$ cat src/hdl/phg_pkg.sv
// ----------------------------------------------------------------------------
// phg_pkg
// Shared widths, constants and codes of the coverage pheromone grid.
// ----------------------------------------------------------------------------
package phg_pkg;

  // field widths
  localparam int unsigned PosW    = 16;
  localparam int unsigned LevelW  = 9;
  localparam int unsigned CellW   = 16;
  localparam int unsigned RangeW  = 16;
  localparam int unsigned CountW  = 7;
  localparam int unsigned FracW   = 9;

  // stream and configuration port widths
  localparam int unsigned InDataW  = 48;
  localparam int unsigned InUserW  = 2;
  localparam int unsigned OutDataW = 24;
  localparam int unsigned CfgIdxW  = 2;
  localparam int unsigned CfgDataW = 16;

  // shared multiplier: a 24 bit operand times a 12 bit half
  localparam int unsigned MulAW = 24;
  localparam int unsigned MulBW = 12;
  localparam int unsigned MulPW = MulAW + MulBW;
  localparam int unsigned AccW  = 2 * MulAW + 1;

  // quotient bits of the coverage fraction
  localparam int unsigned DivSteps = 9;

  localparam logic [LevelW-1:0] LevelOne = 9'd256;
  localparam logic [CountW-1:0] CountMax = 7'd127;

  localparam logic [CellW-1:0]  CellSizeRst  = 16'd160;
  localparam logic [RangeW-1:0] RangeRst     = 16'd160;
  localparam logic [LevelW-1:0] ThresholdRst = 9'd64;
  localparam logic [LevelW-1:0] DecayRst     = 9'd205;

  typedef enum logic [1:0] {
    OP_MARK  = 2'd0,
    OP_QUERY = 2'd1,
    OP_DECAY = 2'd2
  } op_e;

  typedef enum logic [CfgIdxW-1:0] {
    CFG_CELL_SIZE       = 2'd0,
    CFG_SENSING_RANGE   = 2'd1,
    CFG_SENSE_THRESHOLD = 2'd2,
    CFG_DECAY_FACTOR    = 2'd3
  } cfg_reg_e;

endpackage

$ cat src/hdl/phg_mul.sv
// ----------------------------------------------------------------------------
// phg_mul
// Shared registered multiplier used for squares, the range square and decay.
// ----------------------------------------------------------------------------
module phg_mul import phg_pkg::*; (
  input  logic             clk_i,
  input  logic [MulAW-1:0] a_i,
  input  logic [MulBW-1:0] b_i,
  output logic [MulPW-1:0] p_o
);

  logic [MulPW-1:0] p_q;

  always_ff @(posedge clk_i) begin
    p_q <= MulPW'(a_i) * MulPW'(b_i);
  end

  assign p_o = p_q;

endmodule

$ cat src/hdl/phg_div.sv
// ----------------------------------------------------------------------------
// phg_div
// Restoring divider giving floor(num*256/den) one quotient bit per cycle,
// for num not above den.
// ----------------------------------------------------------------------------
module phg_div import phg_pkg::*; #(
  parameter int unsigned CntW = 7
) (
  input  logic             clk_i,
  input  logic             rst_ni,
  input  logic             start_i,
  input  logic [CntW-1:0]  num_i,
  input  logic [CntW-1:0]  den_i,
  output logic             done_o,
  output logic [FracW-1:0] quot_o
);

  localparam int unsigned StepW = $clog2(DivSteps);
  localparam logic [StepW-1:0] LastStep = StepW'(DivSteps - 1);

  logic             busy_q, done_q, first_q;
  logic [StepW-1:0] step_q;
  logic [CntW:0]    rem_q;
  logic [CntW-1:0]  den_q;
  logic [FracW-1:0] quot_q;
  logic [CntW:0]    trial;
  logic             ge;

  // remainder stays below den, so the shift loses nothing
  assign trial = first_q ? rem_q : {rem_q[CntW-1:0], 1'b0};
  assign ge    = trial >= {1'b0, den_q};

  always_ff @(posedge clk_i or negedge rst_ni) begin
    if (!rst_ni) begin
      busy_q  <= 1'b0;
      done_q  <= 1'b0;
      first_q <= 1'b0;
      step_q  <= '0;
    end else begin
      done_q <= 1'b0;
      if (start_i) begin
        busy_q  <= 1'b1;
        first_q <= 1'b1;
        step_q  <= '0;
      end else if (busy_q) begin
        first_q <= 1'b0;
        step_q  <= step_q + 1'b1;
        if (step_q == LastStep) begin
          busy_q <= 1'b0;
          done_q <= 1'b1;
        end
      end
    end
  end

  always_ff @(posedge clk_i) begin
    if (start_i) begin
      rem_q <= {1'b0, num_i};
      den_q <= den_i;
    end else if (busy_q) begin
      rem_q  <= ge ? (trial - {1'b0, den_q}) : trial;
      quot_q <= {quot_q[FracW-2:0], ge};
    end
  end

  assign done_o = done_q;
  assign quot_o = quot_q;

endmodule

$ cat src/hdl/coverage_pheromone_grid.sv
// ----------------------------------------------------------------------------
// coverage_pheromone_grid
// Square grid of Q1.8 pheromone levels with mark, coverage query and decay.
// ----------------------------------------------------------------------------
// After reset the block sweeps the grid memory to zero, one cell a cycle, and
// takes no word meanwhile. Each word is then worked through cell by cell by
// one sequencer around a single registered 24x12 multiplier and one grid
// memory port. A mark or query first squares the range in low half, high half
// and final sum, then for each cell squares both axis distances in two halves
// each and makes the range compare; a query then adds an end step and, when
// any cell is in range, the nine-step divider that gives the fraction. A decay
// reads, multiplies and writes back each cell in turn. The done step holds
// while an earlier result word waits on the output. Exactly one result word
// is returned per input word; the block is ready only between words.
// ----------------------------------------------------------------------------
module coverage_pheromone_grid import phg_pkg::*; #(
  parameter int unsigned GRID_CELLS = 10
) (
  input  logic                clk_i,
  input  logic                rst_ni,
  input  logic                s_axis_tvalid,
  output logic                s_axis_tready,
  input  logic [InDataW-1:0]  s_axis_tdata,  // pos_x, pos_y, deposit, zero pad
  input  logic [InUserW-1:0]  s_axis_tuser,  // operation
  output logic                m_axis_tvalid,
  input  logic                m_axis_tready,
  output logic [OutDataW-1:0] m_axis_tdata,  // cells_in_range, marked_cells,
                                             // coverage_fraction, zero pad
  input  logic                cfg_valid_i,
  output logic                cfg_ready_o,
  input  logic [CfgIdxW-1:0]  cfg_index_i,
  input  logic [CfgDataW-1:0] cfg_data_i
);

  localparam int unsigned Cells   = GRID_CELLS * GRID_CELLS;
  localparam int unsigned AddrW   = $clog2(Cells);
  localparam int unsigned GIdxW   = $clog2(GRID_CELLS);
  localparam int unsigned CntW    = $clog2(Cells + 1);
  localparam int unsigned CentreW = CellW + $clog2(2 * GRID_CELLS);
  localparam int unsigned SatW    = (CntW > CountW) ? CntW : CountW;
  localparam logic [AddrW-1:0] LastAddr = AddrW'(Cells - 1);
  localparam logic [GIdxW-1:0] LastG    = GIdxW'(GRID_CELLS - 1);

  typedef enum logic [16:0] {
    S_CLEAR = 17'h00001,
    S_IDLE  = 17'h00002,
    S_RL    = 17'h00004,
    S_RH    = 17'h00008,
    S_RFIN  = 17'h00010,
    S_PREP  = 17'h00020,
    S_DXL   = 17'h00040,
    S_DXH   = 17'h00080,
    S_DYL   = 17'h00100,
    S_DYH   = 17'h00200,
    S_CMP   = 17'h00400,
    S_QEND  = 17'h00800,
    S_DIV   = 17'h01000,
    S_DRD   = 17'h02000,
    S_DMUL  = 17'h04000,
    S_DWR   = 17'h08000,
    S_DONE  = 17'h10000
  } state_e;

  state_e state_q, state_d;

  logic [CellW-1:0]  cell_size_q;
  logic [RangeW-1:0] range_q;
  logic [LevelW-1:0] thr_q, decay_q;

  op_e               op_q;
  logic [PosW-1:0]   px_q, py_q;
  logic [LevelW-1:0] dep_q;

  logic [AddrW-1:0]   addr_q;
  logic [GIdxW-1:0]   gy_q;
  logic [CentreW-1:0] cx_q, cy_q, adx_q, ady_q;
  logic [AccW-1:0]    acc_q, rsq_q;
  logic [CntW-1:0]    total_q, marked_q;

  logic [LevelW-1:0] mem_q [Cells];
  logic [LevelW-1:0] rd_q;
  logic              mem_we;
  logic [LevelW-1:0] mem_wd;

  logic              out_valid_q;
  logic [CountW-1:0] out_total_q, out_marked_q;
  logic [FracW-1:0]  out_frac_q;

  logic               in_accept, out_load, step_cell, in_range, div_start, div_done;
  logic [FracW-1:0]   div_quot;
  logic [MulAW-1:0]   mul_a, r2_ext, adx_ext, ady_ext;
  logic [MulBW-1:0]   mul_b;
  logic [MulPW-1:0]   mul_p;
  logic [AccW-1:0]    sq_sum;
  logic [CentreW-1:0] px2, py2, twice_cs, adx_c, ady_c;
  logic [LevelW:0]    mark_sum;
  logic [LevelW-1:0]  mark_val, dec_raw, dec_val;
  logic [SatW-1:0]    total_ext, marked_ext;
  logic [CountW-1:0]  total_sat, marked_sat;

  assign in_accept     = s_axis_tvalid & s_axis_tready;
  assign s_axis_tready = (state_q == S_IDLE);
  assign out_load      = (state_q == S_DONE) && (!out_valid_q || m_axis_tready);
  assign step_cell     = (state_q == S_CMP) || (state_q == S_DWR);
  assign div_start     = (state_q == S_QEND) && (total_q != '0);
  assign cfg_ready_o   = 1'b1;

  // ---------------------------------------------------------------- geometry
  assign px2      = CentreW'({px_q, 1'b0});
  assign py2      = CentreW'({py_q, 1'b0});
  assign twice_cs = CentreW'({cell_size_q, 1'b0});
  assign adx_c    = (cx_q >= px2) ? (cx_q - px2) : (px2 - cx_q);
  assign ady_c    = (cy_q >= py2) ? (cy_q - py2) : (py2 - cy_q);

  assign r2_ext  = MulAW'({range_q, 1'b0});
  assign adx_ext = MulAW'(adx_q);
  assign ady_ext = MulAW'(ady_q);

  // squares are built from low and high halves of the operand
  always_comb begin
    mul_a = '0;
    mul_b = '0;
    case (state_q)
      S_RL: begin
        mul_a = r2_ext;
        mul_b = r2_ext[MulBW-1:0];
      end
      S_RH: begin
        mul_a = r2_ext;
        mul_b = r2_ext[MulAW-1:MulBW];
      end
      S_DXL: begin
        mul_a = adx_ext;
        mul_b = adx_ext[MulBW-1:0];
      end
      S_DXH: begin
        mul_a = adx_ext;
        mul_b = adx_ext[MulAW-1:MulBW];
      end
      S_DYL: begin
        mul_a = ady_ext;
        mul_b = ady_ext[MulBW-1:0];
      end
      S_DYH: begin
        mul_a = ady_ext;
        mul_b = ady_ext[MulAW-1:MulBW];
      end
      S_DMUL: begin
        mul_a = MulAW'(rd_q);
        mul_b = MulBW'(decay_q);
      end
      default: begin
        mul_a = '0;
        mul_b = '0;
      end
    endcase
  end

  phg_mul u_mul (
    .clk_i (clk_i),
    .a_i   (mul_a),
    .b_i   (mul_b),
    .p_o   (mul_p)
  );

  assign sq_sum   = acc_q + AccW'({mul_p, {MulBW{1'b0}}});
  assign in_range = (sq_sum <= rsq_q);

  // ------------------------------------------------------------ cell update
  assign mark_sum = {1'b0, rd_q} + {1'b0, dep_q};
  assign mark_val = (mark_sum > {1'b0, LevelOne}) ? LevelOne : mark_sum[LevelW-1:0];
  assign dec_raw  = mul_p[LevelW+7:8];
  assign dec_val  = (dec_raw > LevelOne) ? LevelOne : dec_raw;

  always_comb begin
    mem_we = 1'b0;
    mem_wd = '0;
    case (state_q)
      S_CLEAR: begin
        mem_we = 1'b1;
        mem_wd = '0;
      end
      S_CMP: begin
        mem_we = (op_q == OP_MARK) && in_range;
        mem_wd = mark_val;
      end
      S_DWR: begin
        mem_we = 1'b1;
        mem_wd = dec_val;
      end
      default: begin
        mem_we = 1'b0;
        mem_wd = '0;
      end
    endcase
  end

  always_ff @(posedge clk_i) begin
    if (mem_we) begin
      mem_q[addr_q] <= mem_wd;
    end
    rd_q <= mem_q[addr_q];
  end

  // ---------------------------------------------------------------- divider
  phg_div #(
    .CntW (CntW)
  ) u_div (
    .clk_i   (clk_i),
    .rst_ni  (rst_ni),
    .start_i (div_start),
    .num_i   (marked_q),
    .den_i   (total_q),
    .done_o  (div_done),
    .quot_o  (div_quot)
  );

  // -------------------------------------------------------------- sequencer
  always_comb begin
    state_d = state_q;
    case (state_q)
      S_CLEAR: if (addr_q == LastAddr) state_d = S_IDLE;
      S_IDLE: begin
        if (in_accept) begin
          case (op_e'(s_axis_tuser))
            OP_MARK, OP_QUERY: state_d = S_RL;
            OP_DECAY:          state_d = S_DRD;
            default:           state_d = S_DONE;
          endcase
        end
      end
      S_RL:   state_d = S_RH;
      S_RH:   state_d = S_RFIN;
      S_RFIN: state_d = S_PREP;
      S_PREP: state_d = S_DXL;
      S_DXL:  state_d = S_DXH;
      S_DXH:  state_d = S_DYL;
      S_DYL:  state_d = S_DYH;
      S_DYH:  state_d = S_CMP;
      S_CMP: begin
        if (addr_q != LastAddr) begin
          state_d = S_PREP;
        end else if (op_q == OP_QUERY) begin
          state_d = S_QEND;
        end else begin
          state_d = S_DONE;
        end
      end
      S_QEND: state_d = (total_q != '0) ? S_DIV : S_DONE;
      S_DIV:  if (div_done) state_d = S_DONE;
      S_DRD:  state_d = S_DMUL;
      S_DMUL: state_d = S_DWR;
      S_DWR:  state_d = (addr_q == LastAddr) ? S_DONE : S_DRD;
      S_DONE: if (out_load) state_d = S_IDLE;
      default: state_d = S_IDLE;
    endcase
  end

  always_ff @(posedge clk_i or negedge rst_ni) begin
    if (!rst_ni) begin
      state_q     <= S_CLEAR;
      addr_q      <= '0;
      gy_q        <= '0;
      total_q     <= '0;
      marked_q    <= '0;
      out_valid_q <= 1'b0;
    end else begin
      state_q <= state_d;
      if (out_load) begin
        out_valid_q <= 1'b1;
      end else if (m_axis_tready) begin
        out_valid_q <= 1'b0;
      end
      if (in_accept) begin
        addr_q   <= '0;
        gy_q     <= '0;
        total_q  <= '0;
        marked_q <= '0;
      end else begin
        if (step_cell || (state_q == S_CLEAR)) begin
          addr_q <= addr_q + 1'b1;
        end
        if (step_cell) begin
          gy_q <= (gy_q == LastG) ? '0 : (gy_q + 1'b1);
        end
        if ((state_q == S_CMP) && (op_q == OP_QUERY) && in_range) begin
          total_q <= total_q + 1'b1;
          if (rd_q >= thr_q) begin
            marked_q <= marked_q + 1'b1;
          end
        end
      end
    end
  end

  always_ff @(posedge clk_i or negedge rst_ni) begin
    if (!rst_ni) begin
      cell_size_q <= CellSizeRst;
      range_q     <= RangeRst;
      thr_q       <= ThresholdRst;
      decay_q     <= DecayRst;
    end else if (cfg_valid_i && cfg_ready_o) begin
      case (cfg_reg_e'(cfg_index_i))
        CFG_CELL_SIZE:       cell_size_q <= cfg_data_i[CellW-1:0];
        CFG_SENSING_RANGE:   range_q     <= cfg_data_i[RangeW-1:0];
        CFG_SENSE_THRESHOLD: thr_q       <= cfg_data_i[LevelW-1:0];
        CFG_DECAY_FACTOR:    decay_q     <= cfg_data_i[LevelW-1:0];
        default: ;
      endcase
    end
  end

  // ---------------------------------------------------------------- datapath
  always_ff @(posedge clk_i) begin
    if (in_accept) begin
      op_q  <= op_e'(s_axis_tuser);
      px_q  <= s_axis_tdata[15:0];
      py_q  <= s_axis_tdata[31:16];
      dep_q <= s_axis_tdata[40:32];
      cx_q  <= CentreW'(cell_size_q);
      cy_q  <= CentreW'(cell_size_q);
    end else if (step_cell) begin
      // centres move by one cell edge in doubled units
      if (gy_q == LastG) begin
        cx_q <= cx_q + twice_cs;
        cy_q <= CentreW'(cell_size_q);
      end else begin
        cy_q <= cy_q + twice_cs;
      end
    end
    if (state_q == S_PREP) begin
      adx_q <= adx_c;
      ady_q <= ady_c;
    end
    case (state_q)
      S_RH, S_DXH: acc_q <= AccW'(mul_p);
      S_DYL:       acc_q <= sq_sum;
      S_DYH:       acc_q <= acc_q + AccW'(mul_p);
      default: ;
    endcase
    if (state_q == S_RFIN) begin
      rsq_q <= sq_sum;
    end
    if (out_load) begin
      if (op_q == OP_QUERY) begin
        out_total_q  <= total_sat;
        out_marked_q <= marked_sat;
        out_frac_q   <= (total_q == '0) ? '0 : div_quot;
      end else begin
        out_total_q  <= '0;
        out_marked_q <= '0;
        out_frac_q   <= '0;
      end
    end
  end

  assign total_ext  = SatW'(total_q);
  assign marked_ext = SatW'(marked_q);
  assign total_sat  = (total_ext > SatW'(CountMax)) ? CountMax : total_ext[CountW-1:0];
  assign marked_sat = (marked_ext > SatW'(CountMax)) ? CountMax : marked_ext[CountW-1:0];

  assign m_axis_tvalid = out_valid_q;
  assign m_axis_tdata  = OutDataW'({out_frac_q, out_marked_q, out_total_q});

  // -------------------------------------------------------------- assertions
  a_out_from_done: assert property (@(posedge clk_i) disable iff (!rst_ni)
    $rose(m_axis_tvalid) |-> $past(state_q == S_DONE))
    else $error("result word raised outside the done step");

  a_addr_in_grid: assert property (@(posedge clk_i) disable iff (!rst_ni)
    (state_q != S_IDLE && state_q != S_DONE && state_q != S_QEND && state_q != S_DIV)
      |-> (addr_q <= LastAddr))
    else $error("cell address beyond the grid");

  a_marked_le_total: assert property (@(posedge clk_i) disable iff (!rst_ni)
    marked_q <= total_q)
    else $error("marked count above in-range count");

  a_div_done_in_div: assert property (@(posedge clk_i) disable iff (!rst_ni)
    div_done |-> (state_q == S_DIV))
    else $error("divider finished outside the divide step");

  a_query_no_write: assert property (@(posedge clk_i) disable iff (!rst_ni)
    (state_q == S_CMP && op_q == OP_QUERY) |-> !mem_we)
    else $error("grid written during a query");

endmodule

$ cat config.mk
export PLATFORM = sky130hd
export DESIGN_NAME = coverage_pheromone_grid
export DESIGN_NICKNAME = d
export VERILOG_FILES = /design/src/hdl/phg_pkg.sv /design/src/hdl/phg_mul.sv /design/src/hdl/phg_div.sv /design/src/hdl/coverage_pheromone_grid.sv
export SDC_FILE = /design/constraint.sdc
export NUM_CORES = 2
export LEC_CHECK = 0
export BUFFER_PORTS_ARGS = -buffer_cell sky130_fd_sc_hd__buf_2
export CORE_MARGIN = 2
export CORE_UTILIZATION = 55
export DETAILED_ROUTE_END_ITERATION = 8
export PLACE_DENSITY = 0.74
export REMOVE_ABC_BUFFERS = 1
export SLEW_MARGIN = 10
export SYNTH_ARGS = -nofsm -noshare
export SYNTH_HDL_FRONTEND = slang
export SYNTH_SLANG_ARGS = --single-unit
$ cat constraint.sdc
create_clock -name clk_i -period 7.9 [get_ports clk_i]
set_input_delay 0.395 -clock clk_i [delete_from_list [all_inputs] [get_ports clk_i]]
set_output_delay 0.395 -clock clk_i [all_outputs]
set_load 0.02 [all_outputs]
# Word-level counts from Yosys, hierarchy flattened
# Memory sizes are Yosys's and may differ from the RTL's. A register that Yosys moved wholly into a read port is not among the register bits.
# Index checks and enable logic that the tools add are counted.
[totals]
register_bits = 408
ramBits = 900
in_bits = 73
output_inout_bits = 27
elab_cells = 187
mem_count = 1
[classes]
addsub = 15
multipliers = 1
n_lt_le_gt_ge = 9
eq_ne = 31
n_mux = 55
bitwise_logic = 3
reduce_logical = 38
[mem_list]
columns = ["name", "words", "word_bits", "rd", "rd_clocked_by_memory_dff", "wr", "line_no", "source"]
rows = [
  ["mem_q", 100, 9, 1, 1, 1, "coverage_pheromone_grid.sv:80", "logic [LevelW-1:0] mem_q [Cells];"],
]
[op_table]
columns = ["operator", "count"]
rows = [
  ["17-bit case mux with 17 select lines", 1],
  ["49-bit case mux with 3 select lines", 1],
  ["17-bit two-way mux", 8],
  ["12-bit case mux with 7 select lines", 1],
  ["21-bit case mux with 4 select lines", 1],
  ["16-bit two-way mux", 5],
  ["7-bit two-way mux", 11],
  ["21-bit two-way mux", 3],
  ["49-bit by 36-bit adder with 49-bit output", 1],
  ["49-bit by 48-bit adder with 49-bit output", 1],
  ["49-bit <= comparator", 1],
  ["21-bit by 17-bit adder with 21-bit output", 2],
  ["21-bit by 17-bit greater-or-equal comparator with 1-bit output", 2],
  ["17-bit by 21-bit subtractor with 21-bit output", 2],
  ["21-bit by 17-bit subtractor with 21-bit output", 2],
  ["17-bit case mux with 2 select lines", 1],
  ["21-bit by 12-bit multiplier with 33-bit output", 1],
  ["7-bit by 1-bit adder with 7-bit output, second input constant", 3],
  ["4-bit two-way mux", 5],
  ["9-bit two-way mux", 2],
  ["9-bit case mux with 2 select lines", 1],
  ["17-bit by 1-bit == test with 1-bit output, second input constant", 1],
  ["17-bit by 10-bit == test with 1-bit output, second input constant", 1],
  ["17-bit by 11-bit == test with 1-bit output, second input constant", 1],
  ["45 further kinds", 94],
]

# Longest topological paths before layout
[depth]
ltp_word = 6
ltp_mapped = 33
mapped_depth_nobuf = 31

# By module
# A second synthesis with hierarchy kept.
[hier_totals]
hier_cells = 5609
area_unflattened_um2 = 69327.7
[modules_own_cells]
columns = ["module", "n_inst", "cells_each", "area_per_inst_um2", "seq_area_each_um2"]
rows = [
  ["coverage_pheromone_grid", 1, 4270, 57430.1, 36894.1],
  ["phg_mul", 1, 1187, 10169.8, 720.7],
  ["phg_div", 1, 152, 1727.9, 885.8],
]

# Least setup slack after synthesis
# Ideal clock, no wire load.
[synth_timing]
kind = "reg2reg"
from = "reg state_q[3]"
to = "reg u_mul.p_q[29] (netlist: u_mul.p_o[29])"
setup_ns = 0.072
arrival_ns = 7.513
t_required_ns = 7.828
slack_ns = 0.315
path_stages_with_launch = 32
n_path_buf = 3
synth_period_minus_slack_ns = 7.585
path_cell_list = "dfrtp_1 > or4_4 > nor4_4 > nand2_1 > or3_1 > or3b_1 > buf_6 > clkinv_4 > buf_6 > a22oi_1 > nand3_1 > buf_2 > nand2_1 > fa_1 > fa_1 > fa_1 > inv_1 > fa_1 > inv_1 > fa_1 > inv_1 > ha_1 > a2111oi_0 > o21ai_0 > a41oi_1 > o211a_1 > o211ai_1 > o21a_1 > o21ai_0 > o211ai_1 > a21oi_1 > xnor2_1"
[synth_between]
elab_chain_cells = 4
word_cells_on_any_way = 13
cone_classes = "1 x mul; 7 x eq/ne; 2 x mux; 3 x reduce/logical"
[synth_rtl]
columns = ["item", "line_no", "source"]
rows = [
  ["start, declared", "coverage_pheromone_grid.sv:64", "state_e state_q, state_d;"],
  ["start signal, assigned", "coverage_pheromone_grid.sv:268", "state_q <= state_d;"],
  ["17-bit by 10-bit == test with 1-bit output, or another cell as far along", "coverage_pheromone_grid.sv:123", "case (state_q)"],
  ["2-bit OR reduction (no line)", "n/a", ""],
  ["21-bit case mux with 4 select lines", "coverage_pheromone_grid.sv:123", ""],
  ["21-bit by 12-bit multiplier with 33-bit output *", "phg_mul.sv:15", "p_q <= MulPW'(a_i) * MulPW'(b_i);"],
  ["end signal, assigned", "phg_mul.sv:15", ""],
  ["end, declared", "phg_mul.sv:12", "logic [MulPW-1:0] p_q;"],
]
# Every way passes the cells marked *; elsewhere a longest branch is shown, timed or not.
# A chain may end at the register's enable or synchronous reset.

# Worst setup path in the final report
[layout_timing]
from = "reg state_q[1]"
to = "reg u_mul.p_q[31] (netlist: u_mul.p_o[31])"
# Same word-level chain as after synthesis.

==> results.cfg <==
[floorplanning]
rows = 128
initial_utilization_pct = 55.3
die_w_um = 354
core_area_um2 = 122000
die-height_um = 354
die_area_um2 = 125000
io_pins = 100

[detailed_routing]
ant_nets = 0
wl_per_cell_um = 24.1
first_pass_iters = 9
drc = 1
viasPerCell = 6.24
drt_iter0_markers = 5221
num_vias = 46400
routed_wl_mm = 179

[global_route]
grt_max_degree = 112
gr-usage-all-layers_pct = 28.4
grt_pass1_vias = 45400
antenna_found_initial = 8
overflow = 0
grt_pass1_wl_mm = 271

[power]
ir_worst_vdd_mv = 0.232
p_int_mw = 12.9
combPwrFrac_pct = 21.0
power_frac_seq_pct = 45.0
p_sw_mw = 5.25
p_sw_share_pct = 28.8
leakagePower_nw = 31.3
powerDensity_nw_per_um2 = 238
power_mw = 18.2
pwr-share-clk_pct = 34.0

[timing]
period_minus_slack_ns = 7.83
drv_slew = 0
fin_skew_ns = 0.0524
max_slew_margin_pct = 11.4
finalSetupViolCount = 0
rsz0062_at_grt = true
tns_ns = 0
worst_pin_slew_ns = 1.32
max_freq_mhz = 128
finalHoldViolations = 0
finalCritPeriodShare_pct = 99.1

[finish]
final_nets = 6297
fillers = 9022
syn_to_final_growth_pct = 13.8
multi_input_area_um2 = 26400
ff_latch_area_um2 = 38400
finalInstanceArea_um2 = 76500
drive_gt1_share_pct = 13.7

[yosys]
syn_area_per_cell_um2 = 12.6
ys_ff_latch = 1314
synth_area_leaders = edfxtp_1 52%, fa_1 6.0%, ha_1 5.9%
synth.largest_area_cell = edfxtp_1
ys_warn_count = 0
ys_seq_area_share_pct = 57.2
synthesis.instances = 5332
yosysTopAreaCellShare_pct = 51.9
mappedNetlistArea_um2 = 67200
async_flop_share_pct = 7.61
synth-edff-count = 1161
yosys.cell_types.count = 102
synth_flop_cell = edfxtp_1

[worst_setup_path]
crit_path_end_kind = flop
cp.required_ns = 8.57
slowest_delay_ns = 0.56
critPathMaxFanout = 16
critPathLaunch = state_q[1]
reg2reg_from = state_q[1]
worstSetupPathType = flop to flop
slowest_stage = or4_4
crit_path_frequent_cell = fa_1
crit_path_start_kind = flop
arrival_ns = 8.50

[place]
portBuffers = 90
gp_congestion = 0.925
placed_cell_area_um2 = 71200
post-dp-hpwl_mm = 119

[clocking]
clk_latency_ns = 0.78
clkTransAtPathRegs_ns = 0.06
cts.htree.levels = 4
cts_sinks = 1314
cts_buffer_depth = 3
cts_tree = built
root_buffer = clkbuf_16
numCtsBuffers = 134

[worst_hold_path]
hold_class = input pin to flop
hp-start = cfg_data_i[4]

[run_status]
run_status = complete, but fails checks
violations = design-rule violations

[flow_run]
drv_cap = 0
## per-layer routing
| metal | up-vias | wire, um | global-route usage (%) |
|---|---|---|---|
| met3 | 369 | 18100 | 5.91 |
| met5 | - | 46 | 0 |
| li1 | 20700 | - | - |
| met1 | 23100 | 70300 | 38.6 |
| met4 | 6 | 6260 | 9.78 |
| met2 | 2265 | 84300 | 45.7 |
## cell families after synthesis
logic type / Yosys count / share of synthesized area, %
muxes: 100 / 1.78
adders and majority gates: 517 / 11.9
and+or+nand+nor: 1190 / 8.51
xor gates and xnor gates: 180 / 2.35
AOI/OAI and AO/OA: 1361 / 14.2
DFF: 1314 / 57.2
other: 2 / 0.0112
buffers and inverters: 668 / 4.07
## Yosys cell counts (all sizes together) (66+ instances only)
cell / number
a22o: 120
edfxtp: 1161
xnor2: 115
mux2: 67
o21ai: 175
a31oi: 100
nor2: 281
inv: 428
a21o: 107
nand2: 427
ha: 317
buf: 87
a22oi: 305
clkbuf: 150
and2: 74
fa: 200
nand3: 71
dfrtp: 89
nand4: 66
a221oi: 99
a21oi: 230
## placed cells by master, fill, tap and decap left out, types with 65 or more instances in the layout
cell type,count
a21oi_1,225
fa_1,198
xnor2_1,115
inv_1,423
nand4_1,66
mux2_2,67
buf_4,308
nand3_1,66
a21o_1,107
xor2_1,65
a22o_1,113
clkbuf_16,135
o21ai_0,162
ha_1,315
a31oi_1,99
dfrtp_1,89
buf_2,89
edfxtp_1,1161
nand2_1,413
and2_1,74
nor2_1,277
a221oi_1,99
a22oi_1,304
## path summary, 6_finish.rpt
kind | slack, ns | cells past startpoint | to
max | 0.07 | 30 | u_mul.p_o[31]
min | 0.04 | 2 | thr_q[4]
max reg2reg | 0.07 | 30 | u_mul.p_o[31]
min reg2reg | 0.45 | 0 | u_div.quot_o[6]
max in group asynchronous | 6.45 | 3 | addr_q[2]
min in group asynchronous | 0.12 | 2 | marked_ext[3]
## timing repair
action                                 CTS  global route
setup endpoints to repair                7            11
hold buffers                            59             0
endpoints found under the hold margin  112             0
pin swaps                                1            32
buffers inserted                         0            19
resized for setup                        3            54
## area by class of cell
class / count / area share (%)
sequential: 1314 / 50.3
multi-input combinational: 3350 / 34.5
inverter: 431 / 2.14
clock inverter: 65 / 0.913
antenna: 2 / 0.00654
clock buffer: 178 / 4.71
timing repair buffer: 476 / 4.78
tap: 1625 / 2.66
## registers in the layout (all words and copies together) (netlist names), 16 cells and up
signal / flops
cy_q: 21
rsq_q: 49
cell_size_q: 16
py_q: 16
adx_q: 21
acc_q: 49
px_q: 16
cx_q: 21
range_q: 16
ady_q: 21
u_mul.p_o: 33
state_q: 17
mem_q: 900
## power by group through the flow
stage / Clock [mW] / Combinational [mW] / Sequential, mW
final: 6.19 / 3.82 / 8.19
after floorplan: 0 / 2.78 / 8.20
after global placement: 0 / 3.63 / 8.31
after CTS: 6.25 / 3.75 / 8.17
after detailed placement: 0 / 3.71 / 8.31
after global routing: 6.51 / 4.19 / 8.20
## critical path: cells and delay by family (launching register included)
family	cells	cell delay (ns)
AOI/OAI and AO/OA	7	1.25
and+or+nand+nor	8	2.43
xor gates and xnor gates	1	0.12
buffers and inverters	8	0.78
DFF	1	0.38
adders and majority gates	6	2.74
## per-stage QoR
stage | setup WS (ns) | instances | hold slack [ns] | util [%]
after floorplan | -1.76 | 5095 | 0.0994 | -
after global placement | -0.0344 | 7119 | 0.370 | 58.6
after detailed placement | -0.208 | 7119 | 0.377 | 58.6
after CTS | 0.00294 | 7421 | 0.00783 | 62.6
after global routing | -0.232 | 7439 | 0.0164 | 62.9
final | 0.0711 | 7441 | 0.0399 | 62.9
Note: power is estimated with default switching activity, not from simulation.
